### src/rtl/core/spq_pkg.sv
// ---------------------------------------------------------------------------
// spq_pkg
// shared sizes, codes and types of the sorted priority queue
// ---------------------------------------------------------------------------
package spq_pkg;

    localparam int CAPACITY      = 16;
    localparam int VALUE_BITS    = 32;
    localparam int PRIORITY_BITS = 16;
    localparam int COUNT_BITS    = $clog2(CAPACITY + 1);
    localparam int LIMIT_BITS    = 5;
    localparam int LIMIT_RESET   = 16;
    localparam int STATUS_BITS   = 2;
    localparam int CMD_BITS      = 2;
    localparam int TDATA_BITS    = ((VALUE_BITS + PRIORITY_BITS + 7) / 8) * 8;

    typedef enum logic [CMD_BITS-1:0] {
        CMD_INSERT  = 2'd0,
        CMD_DELETE  = 2'd1,
        CMD_DISPLAY = 2'd2
    } cmd_t;

    localparam logic [STATUS_BITS-1:0] STATUS_OK    = 2'd0;
    localparam logic [STATUS_BITS-1:0] STATUS_FULL  = 2'd1;
    localparam logic [STATUS_BITS-1:0] STATUS_EMPTY = 2'd2;

    typedef enum logic [1:0] {
        OP_HOLD,
        OP_INSERT,
        OP_REMOVE,
        OP_ROTATE
    } cell_op_t;

    typedef enum logic {
        ST_IDLE,
        ST_SHOW
    } state_t;

    typedef struct packed {
        logic [PRIORITY_BITS-1:0] prio;
        logic [VALUE_BITS-1:0]    value;
    } entry_t;

    // broadcast to every cell each cycle
    typedef struct packed {
        cell_op_t op;
        entry_t   new_entry;
        entry_t   head;
    } cell_ctrl_t;

endpackage

### src/rtl/core/spq_cell.sv
// ---------------------------------------------------------------------------
// spq_cell
// one slot of the sorted chain: holds an entry and trades with its neighbors
// ---------------------------------------------------------------------------
module spq_cell (
    input  logic                clk,
    input  logic                rst_n,
    input  spq_pkg::cell_ctrl_t ctrl,
    input  spq_pkg::entry_t     left_entry,
    input  logic                left_occ,
    input  logic                left_keep,
    input  spq_pkg::entry_t     right_entry,
    input  logic                right_occ,
    output spq_pkg::entry_t     entry,
    output logic                occ,
    output logic                keep
);

    spq_pkg::entry_t entry_reg;
    spq_pkg::entry_t entry_next;
    logic            occ_reg;
    logic            occ_next;

    // entry stays put on insert: it ranks at or above the newcomer
    assign keep  = occ_reg && (entry_reg.prio >= ctrl.new_entry.prio);
    assign entry = entry_reg;
    assign occ   = occ_reg;

    always_comb
    begin
        entry_next = entry_reg;
        occ_next   = occ_reg;
        unique case (ctrl.op)
            spq_pkg::OP_INSERT:
            begin
                if (!keep)
                begin
                    if (left_keep)
                    begin
                        entry_next = ctrl.new_entry;
                        occ_next   = 1'b1;
                    end
                    else
                    begin
                        entry_next = left_entry;
                        occ_next   = left_occ;
                    end
                end
            end
            spq_pkg::OP_REMOVE:
            begin
                entry_next = right_entry;
                occ_next   = right_occ;
            end
            spq_pkg::OP_ROTATE:
            begin
                // last live slot wraps the head around
                if (right_occ)
                begin
                    entry_next = right_entry;
                end
                else if (occ_reg)
                begin
                    entry_next = ctrl.head;
                end
            end
            default:
            begin
                entry_next = entry_reg;
            end
        endcase
    end

    always_ff @(posedge clk or negedge rst_n)
    begin
        if (!rst_n)
        begin
            occ_reg <= 1'b0;
        end
        else
        begin
            occ_reg <= occ_next;
        end
    end

    always_ff @(posedge clk)
    begin
        entry_reg <= entry_next;
    end

endmodule

### src/rtl/core/sorted_priority_queue_unit.sv
// ---------------------------------------------------------------------------
// sorted_priority_queue_unit
// bounded priority queue held sorted in a chain of cells, highest at the head
// ---------------------------------------------------------------------------
//  channel   dir  handshake                      payload
//  s_axis    in   s_axis_tvalid / s_axis_tready  tuser command, tdata value+prio
//  m_axis    out  m_axis_tvalid / m_axis_tready  tuser status, tdata value+prio,
//                                                tlast final beat of a command
//  cfg       in   cfg_we                         cfg_wdata queue limit
//
//  insert and delete can be accepted every cycle while the output register
//  drains; the whole chain shifts as the command is accepted
//  display sends one beat per live entry and takes no new input until done, the
//  chain rotating its live part by one slot for each beat sent
//  reset clears the occupancy flags and the count, the limit returns to 16
//  a stalled m_axis holds the result in place and stops new input beats
// ---------------------------------------------------------------------------
module sorted_priority_queue_unit (
    input  logic                            clk,
    input  logic                            rst_n,
    input  logic                            s_axis_tvalid,
    output logic                            s_axis_tready,
    // [31:0] item_value, [47:32] item_priority
    input  logic [spq_pkg::TDATA_BITS-1:0]  s_axis_tdata,
    // [1:0] command
    input  logic [spq_pkg::CMD_BITS-1:0]    s_axis_tuser,
    output logic                            m_axis_tvalid,
    input  logic                            m_axis_tready,
    // [31:0] out_value, [47:32] out_priority
    output logic [spq_pkg::TDATA_BITS-1:0]  m_axis_tdata,
    // [1:0] status
    output logic [spq_pkg::STATUS_BITS-1:0] m_axis_tuser,
    output logic                            m_axis_tlast,
    input  logic                            cfg_we,
    input  logic [spq_pkg::LIMIT_BITS-1:0]  cfg_wdata
);

    localparam int N = spq_pkg::CAPACITY;

    // control state
    spq_pkg::state_t                  state_reg, state_next;
    logic [spq_pkg::COUNT_BITS-1:0]   count_reg, count_next;
    logic [spq_pkg::COUNT_BITS-1:0]   remain_reg, remain_next;
    logic [spq_pkg::LIMIT_BITS-1:0]   limit_reg;

    // output register
    logic                             m_valid_reg, m_valid_next;
    logic [spq_pkg::STATUS_BITS-1:0]  m_status_reg, m_status_next;
    spq_pkg::entry_t                  m_entry_reg, m_entry_next;
    logic                             m_last_reg, m_last_next;

    // chain wiring
    spq_pkg::cell_ctrl_t              ctrl;
    spq_pkg::entry_t                  cell_entry [N];
    logic [N-1:0]                     cell_occ;
    logic [N-1:0]                     cell_keep;

    spq_pkg::entry_t                  in_entry;
    spq_pkg::cmd_t                    in_cmd;
    logic                             out_free;
    logic                             in_beat;
    logic                             is_full;
    logic                             is_empty;
    logic [31:0]                      count_w;
    logic [31:0]                      limit_w;

    assign in_entry.value = s_axis_tdata[spq_pkg::VALUE_BITS-1:0];
    assign in_entry.prio  = s_axis_tdata[spq_pkg::VALUE_BITS +: spq_pkg::PRIORITY_BITS];
    assign in_cmd         = spq_pkg::cmd_t'(s_axis_tuser);

    assign out_free      = !m_valid_reg || m_axis_tready;
    assign s_axis_tready = (state_reg == spq_pkg::ST_IDLE) && out_free;
    assign in_beat       = s_axis_tvalid && s_axis_tready;

    // a limit above capacity acts as capacity, zero refuses every insert
    assign count_w  = 32'(count_reg);
    assign limit_w  = 32'(limit_reg);
    assign is_full  = (count_w >= limit_w) || (count_w >= 32'(N));
    assign is_empty = (count_reg == '0);

    // the row of cells, slot 0 is the head
    for (genvar i = 0; i < N; i++)
    begin : g_cell
        spq_pkg::entry_t l_entry;
        spq_pkg::entry_t r_entry;
        logic            l_occ;
        logic            l_keep;
        logic            r_occ;

        if (i == 0)
        begin : g_head
            assign l_entry = '0;
            assign l_occ   = 1'b0;
            assign l_keep  = 1'b1;
        end
        else
        begin : g_mid
            assign l_entry = cell_entry[i-1];
            assign l_occ   = cell_occ[i-1];
            assign l_keep  = cell_keep[i-1];
        end

        if (i == N - 1)
        begin : g_tail
            assign r_entry = '0;
            assign r_occ   = 1'b0;
        end
        else
        begin : g_inner
            assign r_entry = cell_entry[i+1];
            assign r_occ   = cell_occ[i+1];
        end

        spq_cell u_cell (
            .clk         (clk),
            .rst_n       (rst_n),
            .ctrl        (ctrl),
            .left_entry  (l_entry),
            .left_occ    (l_occ),
            .left_keep   (l_keep),
            .right_entry (r_entry),
            .right_occ   (r_occ),
            .entry       (cell_entry[i]),
            .occ         (cell_occ[i]),
            .keep        (cell_keep[i])
        );
    end

    // command sequencing and result formation
    always_comb
    begin
        state_next     = state_reg;
        count_next     = count_reg;
        remain_next    = remain_reg;
        m_valid_next   = m_valid_reg && !m_axis_tready;
        m_status_next  = m_status_reg;
        m_entry_next   = m_entry_reg;
        m_last_next    = m_last_reg;
        ctrl.op        = spq_pkg::OP_HOLD;
        ctrl.new_entry = in_entry;
        ctrl.head      = cell_entry[0];

        unique case (state_reg)
            spq_pkg::ST_IDLE:
            begin
                if (in_beat)
                begin
                    unique case (in_cmd)
                        spq_pkg::CMD_INSERT:
                        begin
                            m_valid_next  = 1'b1;
                            m_entry_next  = '0;
                            m_last_next   = 1'b1;
                            if (is_full)
                            begin
                                m_status_next = spq_pkg::STATUS_FULL;
                            end
                            else
                            begin
                                m_status_next = spq_pkg::STATUS_OK;
                                ctrl.op       = spq_pkg::OP_INSERT;
                                count_next    = count_reg + 1'b1;
                            end
                        end
                        spq_pkg::CMD_DELETE:
                        begin
                            m_valid_next = 1'b1;
                            m_last_next  = 1'b1;
                            if (is_empty)
                            begin
                                m_status_next = spq_pkg::STATUS_EMPTY;
                                m_entry_next  = '0;
                            end
                            else
                            begin
                                m_status_next = spq_pkg::STATUS_OK;
                                m_entry_next  = cell_entry[0];
                                ctrl.op       = spq_pkg::OP_REMOVE;
                                count_next    = count_reg - 1'b1;
                            end
                        end
                        spq_pkg::CMD_DISPLAY:
                        begin
                            if (is_empty)
                            begin
                                m_valid_next  = 1'b1;
                                m_status_next = spq_pkg::STATUS_EMPTY;
                                m_entry_next  = '0;
                                m_last_next   = 1'b1;
                            end
                            else
                            begin
                                state_next  = spq_pkg::ST_SHOW;
                                remain_next = count_reg;
                            end
                        end
                        default:
                        begin
                            // unused code: beat taken, nothing produced
                            state_next = spq_pkg::ST_IDLE;
                        end
                    endcase
                end
            end
            spq_pkg::ST_SHOW:
            begin
                // send the head, then rotate the live slots by one
                if (out_free)
                begin
                    m_valid_next  = 1'b1;
                    m_status_next = spq_pkg::STATUS_OK;
                    m_entry_next  = cell_entry[0];
                    m_last_next   = (remain_reg == spq_pkg::COUNT_BITS'(1));
                    ctrl.op       = spq_pkg::OP_ROTATE;
                    remain_next   = remain_reg - 1'b1;
                    if (remain_reg == spq_pkg::COUNT_BITS'(1))
                    begin
                        state_next = spq_pkg::ST_IDLE;
                    end
                end
            end
            default:
            begin
                state_next = spq_pkg::ST_IDLE;
            end
        endcase
    end

    always_ff @(posedge clk or negedge rst_n)
    begin
        if (!rst_n)
        begin
            state_reg   <= spq_pkg::ST_IDLE;
            count_reg   <= '0;
            remain_reg  <= '0;
            m_valid_reg <= 1'b0;
            limit_reg   <= spq_pkg::LIMIT_BITS'(spq_pkg::LIMIT_RESET);
        end
        else
        begin
            state_reg   <= state_next;
            count_reg   <= count_next;
            remain_reg  <= remain_next;
            m_valid_reg <= m_valid_next;
            if (cfg_we)
            begin
                limit_reg <= cfg_wdata;
            end
        end
    end

    // result payload, no reset needed
    always_ff @(posedge clk)
    begin
        m_status_reg <= m_status_next;
        m_entry_reg  <= m_entry_next;
        m_last_reg   <= m_last_next;
    end

    assign m_axis_tvalid = m_valid_reg;
    assign m_axis_tuser  = m_status_reg;
    assign m_axis_tlast  = m_last_reg;
    assign m_axis_tdata  = spq_pkg::TDATA_BITS'({m_entry_reg.prio, m_entry_reg.value});

endmodule

### config.mk
export PLATFORM = sky130hd
export DESIGN_NAME = sorted_priority_queue_unit
export DESIGN_NICKNAME = d
export VERILOG_FILES = /design/src/rtl/core/spq_pkg.sv /design/src/rtl/core/spq_cell.sv /design/src/rtl/core/sorted_priority_queue_unit.sv
export SDC_FILE = /design/constraint.sdc
export NUM_CORES = 2
export LEC_CHECK = 0
export ABC_CLOCK_PERIOD_IN_PS = 16800
export BUFFER_PORTS_ARGS = -buffer_cell sky130_fd_sc_hd__buf_2
export CELL_PAD_IN_SITES_DETAIL_PLACEMENT = 1
export CELL_PAD_IN_SITES_GLOBAL_PLACEMENT = 1
export CORE_MARGIN = 3
export CORE_UTILIZATION = 50
export DETAILED_ROUTE_END_ITERATION = 10
export HOLD_SLACK_MARGIN = 0.12
export PLACE_DENSITY_LB_ADDON = 0.1
export SLEW_MARGIN = 20
export SYNTH_ARGS = -nofsm -noshare
export SYNTH_HDL_FRONTEND = slang
export SYNTH_HIERARCHICAL = 1
export SYNTH_SLANG_ARGS = --single-unit
### constraint.sdc
create_clock -name clk -period 16.8 [get_ports clk]
set_clock_uncertainty 0.2 [all_clocks]
set_input_delay 1.68 -clock clk [delete_from_list [all_inputs] [get_ports clk]]
set_output_delay 1.68 -clock clk [all_outputs]
set_load 0.005 [all_outputs]
[Word-level counts from Yosys, hierarchy flattened]
Index checks and enable logic that the tools add are counted.
Cells by class
  add/subtract/negate cells: 3
  order comparisons: 18
  eq/ne operators: 47
  multiplexer cells: 167
  bitwise logic cells: 1
  reduce and logical (&&, ||, !) cells: 65
Operator list (count)
  48-bit two-way mux: 65
  48-bit case mux with 3 select lines: 17
  16-bit greater-or-equal comparator: 16
  48-bit case mux with 2 select lines: 1
  3-bit AND reduction: 16
  1-bit two-way mux: 44
  3-bit by 1-bit inequality test with 1-bit output (second input constant): 14
  1-bit case mux with 2 select lines: 21
  2-bit inequality test (second input constant): 20
  2-bit AND reduction: 16
  5-bit two-way mux: 6
  5-bit case mux with 2 select lines: 2
  1-bit logical AND: 19
  2-bit two-way mux: 7
  2-bit case mux with 2 select lines: 3
  4-bit AND reduction: 3
  5-bit by 1-bit subtractor with 5-bit output (second input constant): 2
  2-bit by 1-bit inequality test with 1-bit output (second input constant): 4
  2-bit == test (second input constant): 3
  2-bit case mux with 3 select lines: 1
  5-bit by 1-bit adder with 5-bit output (second input constant): 1
  5-bit by 1-bit == test with 1-bit output (second input constant): 1
  5-bit greater-or-equal comparator: 1
  5-bit greater-or-equal comparator (second input constant): 1
  other kinds (13): 17
Storage, ports and cells
  register bits after elaboration: 852
  input bits: 60
  output and inout port bits: 53
  word-level logic and storage cells: 358

[Depth between registers and ports, before layout]
  word-level depth: 9
  gate-level depth with buffers: 14
  depth with buffers taken out: 13

[Modules after synthesis]
Netlist, hierarchy kept.
By module, submodules not included
  spq_cell at g_cell[1].u_cell ...: instances 8, cells each 298, area an instance 3363.2 µm², seq. area each 1466.4 µm²
  spq_cell at g_cell[0].u_cell ...: instances 6, cells each 298, area an instance 3362.0 µm², seq. area each 1466.4 µm²
  spq_cell at g_cell[15].u_cell: instances 1, cells each 300, area an instance 3309.4 µm², seq. area each 1466.4 µm²
  spq_cell at g_cell[9].u_cell: instances 1, cells each 286, area an instance 3230.6 µm², seq. area each 1466.4 µm²
  sorted_priority_queue_unit: instances 1, cells each 248, area an instance 3111.7 µm², seq. area each 1958.1 µm²

[Worst setup path after synthesis]
OpenSTA, ideal clock, no wires.
  path type: input port to flip-flop
  start: in s_axis_tuser[1] (netlist name)
  end: reg g_cell[15].u_cell.entry_reg, in the netlist g_cell[15].u_cell/entry[0] (enable)
  setup time: 0.532 ns
  arrival time: 8.131 ns
  data required time: 16.068 ns
  path slack: 7.937 ns
  cell stages on the path: 8
  buffers on the path: 1
  cell sequence: inv_1 -> ha_1 -> clkbuf_1 -> a31oi_1 -> nor2_1 -> ha_1 -> inv_1 -> a221oi_1
RTL lines
  start: declaration: RTL line sorted_priority_queue_unit.sv:26  | input logic [spq_pkg::CMD_BITS-1:0] s_axis_tuser,
  end signal: assignment: RTL line spq_cell.sv:88  | entry_reg <= entry_next;
  end: declaration: RTL line spq_cell.sv:19  | spq_pkg::entry_t entry_reg;

==> results.py <==
metrics = {
    "setup_path": {
        "endpoint_kind": "register",
        "worstPathArrival_ps": 6350,
        "r2r-start": "limit_reg[4]$_DFFE_PN1P_",
        "worst_ep_required_time_ps": 17020,
        "startpoint": "s_axis_tdata[47]",
        "reg2regPathDepth": 12,
        "critPathKind": "primary input to register",
        "start_kind": "primary input",
        "cp_max_fo": 44,
        "regToRegEndpoint": "g_cell[4].u_cell/entry[46]$_DFFE_PP_",
        "reg2reg_slack_ps": 11000,
    },
    "sta": {
        "final.setup.tns_ps": 0,
        "fin_crit_ps": 6120,
        "setup_viol": 0,
        "tightest_slew_ps": 1180,
        "post-route-period-util_pct": 36.5,
        "max_slew_margin_pct": 21.7,
        "fmax_mhz": 163,
        "holdWs_ps": 324,
        "finalHoldViolations": 0,
        "maxSlewViolCount": 0,
        "rsz0062_at_grt": "no",
    },
    "routing": {
        "postRouteAntennaNets": 0,
        "drt-total-wl_mm": 197,
        "via_count": 45146,
        "via_per_inst": 6.79,
        "drt_iter0_markers": 4422,
        "detail_route.wl_per_cell_um": 29.6,
        "route.detailed.drc": 0,
        "first_pass_iters": 8,
    },
    "place": {
        "place.gp.congestion": 0.852,
        "place_hpwl_mm": 127,
        "dp_cells": 6459,
        "io_buffers": 112,
    },
    "floorplanning": {
        "num_io_pins": 113,
        "start_util_pct": 50.8,
        "dieWidth_um": 343,
        "die_area_um2": 118000,
        "design.core.area_um2": 112000,
        "rows": 122,
        "fp.dieH_um": 343,
    },
    "grt": {
        "grt_usage_pct": 32.7,
        "grt_pass1_vias": 46896,
        "overflow": 0,
        "antenna_found_initial": 4,
        "grt_pass1_wl_mm": 298,
        "grt_max_degree": 51,
    },
    "clock_tree": {
        "clockBufferDepth": 3,
        "root_buffer": "clkbuf_16",
        "cts_buffers": 100,
        "cts_post_setup_buffers_inserted": 0,
        "cts_resized": 0,
        "cts_tree": "built",
        "clk_latency_ps": 710,
        "clk_pin_slew_ps": 60,
        "cts.sinks": 852,
        "hold_buffers": 0,
        "htreeDepth": 3,
    },
    "finish": {
        "fin_nets": 5457,
        "fin_cells": 6650,
        "area_growth_pct": 9.90,
        "largest_reg_flops": 768,
        "drive_gt1_share_pct": 12.0,
    },
    "synth": {
        "netlist_area_um2": 56700,
        "syn_inst": 5005,
        "yosysWarnings": 6,
        "syn_area_per_cell_um2": 11.3,
    },
    "flow_run": {
        "drv_cap": 0,
    },
    "min_path": {
        "holdPathStages": 1,
        "min_from": "limit_reg[0]$_DFFE_PN0P_",
        "worstHoldPathType": "register to register",
        "hold_path_end": "limit_reg[0]$_DFFE_PN0P_",
    },
    "status": {
        "status": "completed",
    },
}
## area by class of cell
class / instances / area [µm²]
antenna: 1 / 2.50
fill: 11613 / 49200
clock inverter: 58 / 532
inverter: 307 / 1150
multi-input combinational: 3592 / 29200
sequential: 852 / 25400
timing repair buffer: 225 / 1500
clock buffer: 127 / 2650
tap: 1488 / 1860
## layer usage
layer	vias up	global-route usage [%]	wire length, µm
met4	5	9.70	5210
met2	1978	53.5	92000
li1	19532	-	-
met1	23310	43.3	82800
met5	-	1.55	203
met3	321	7.19	16300
## cell usage in the layout, fill, tap and decap left out, types with 26 or more instances in the layout
| cell | instances |
|---|---|
| a21o_1 | 32 |
| a21oi_1 | 97 |
| a221o_1 | 757 |
| buf_2 | 112 |
| buf_4 | 108 |
| clkbuf_16 | 101 |
| clkinv_1 | 26 |
| conb_1 | 110 |
| dfrtp_1 | 32 |
| edfxtp_1 | 819 |
| ha_1 | 318 |
| inv_1 | 307 |
| mux2_2 | 156 |
| mux2i_1 | 782 |
| nand2_1 | 103 |
| nand4_1 | 32 |
| nor2_1 | 817 |
| nor2b_1 | 50 |
| o21a_1 | 41 |
| o21ai_0 | 64 |
## through the flow
step                      utilization [%]  cell area (µm²)  setup WS [ps]
after floorplan                         -            57100           7940
after global routing                 55.9            62300          10480
final                                55.9            62300          10680
after CTS                            55.8            62200          10810
after detailed placement             52.9            59000          10090
after global placement               52.9            59000          10190
## worst max-delay path: stages
cell      delay [ps]
buf_2            740
inv_1            110
ha_1             390
nand4_1          190
nor3_2           350
o21ai_0          160
o311ai_1         780
and2_4           350
buf_4            750
mux2i_1          310
nor2_1            70
a221o_1          290
## worst max-delay path by stage
stage               depth (start not counted)  slack (ps)                                   end
finish                                     12       10680  g_cell[1].u_cell/entry[34]$_DFFE_PP_
global route                               12       10480  g_cell[1].u_cell/entry[32]$_DFFE_PP_
CTS                                        12       10810  g_cell[1].u_cell/entry[34]$_DFFE_PP_
detailed placement                         12       10090  g_cell[1].u_cell/entry[14]$_DFFE_PP_
global placement                           12       10190   g_cell[1].u_cell/entry[8]$_DFFE_PP_
floorplan                                   8        7940  g_cell[15].u_cell/entry[0]$_DFFE_PP_
Power is not shown: default switching activity piles up to over one toggle a cycle in this logic, so the estimate is an artifact.
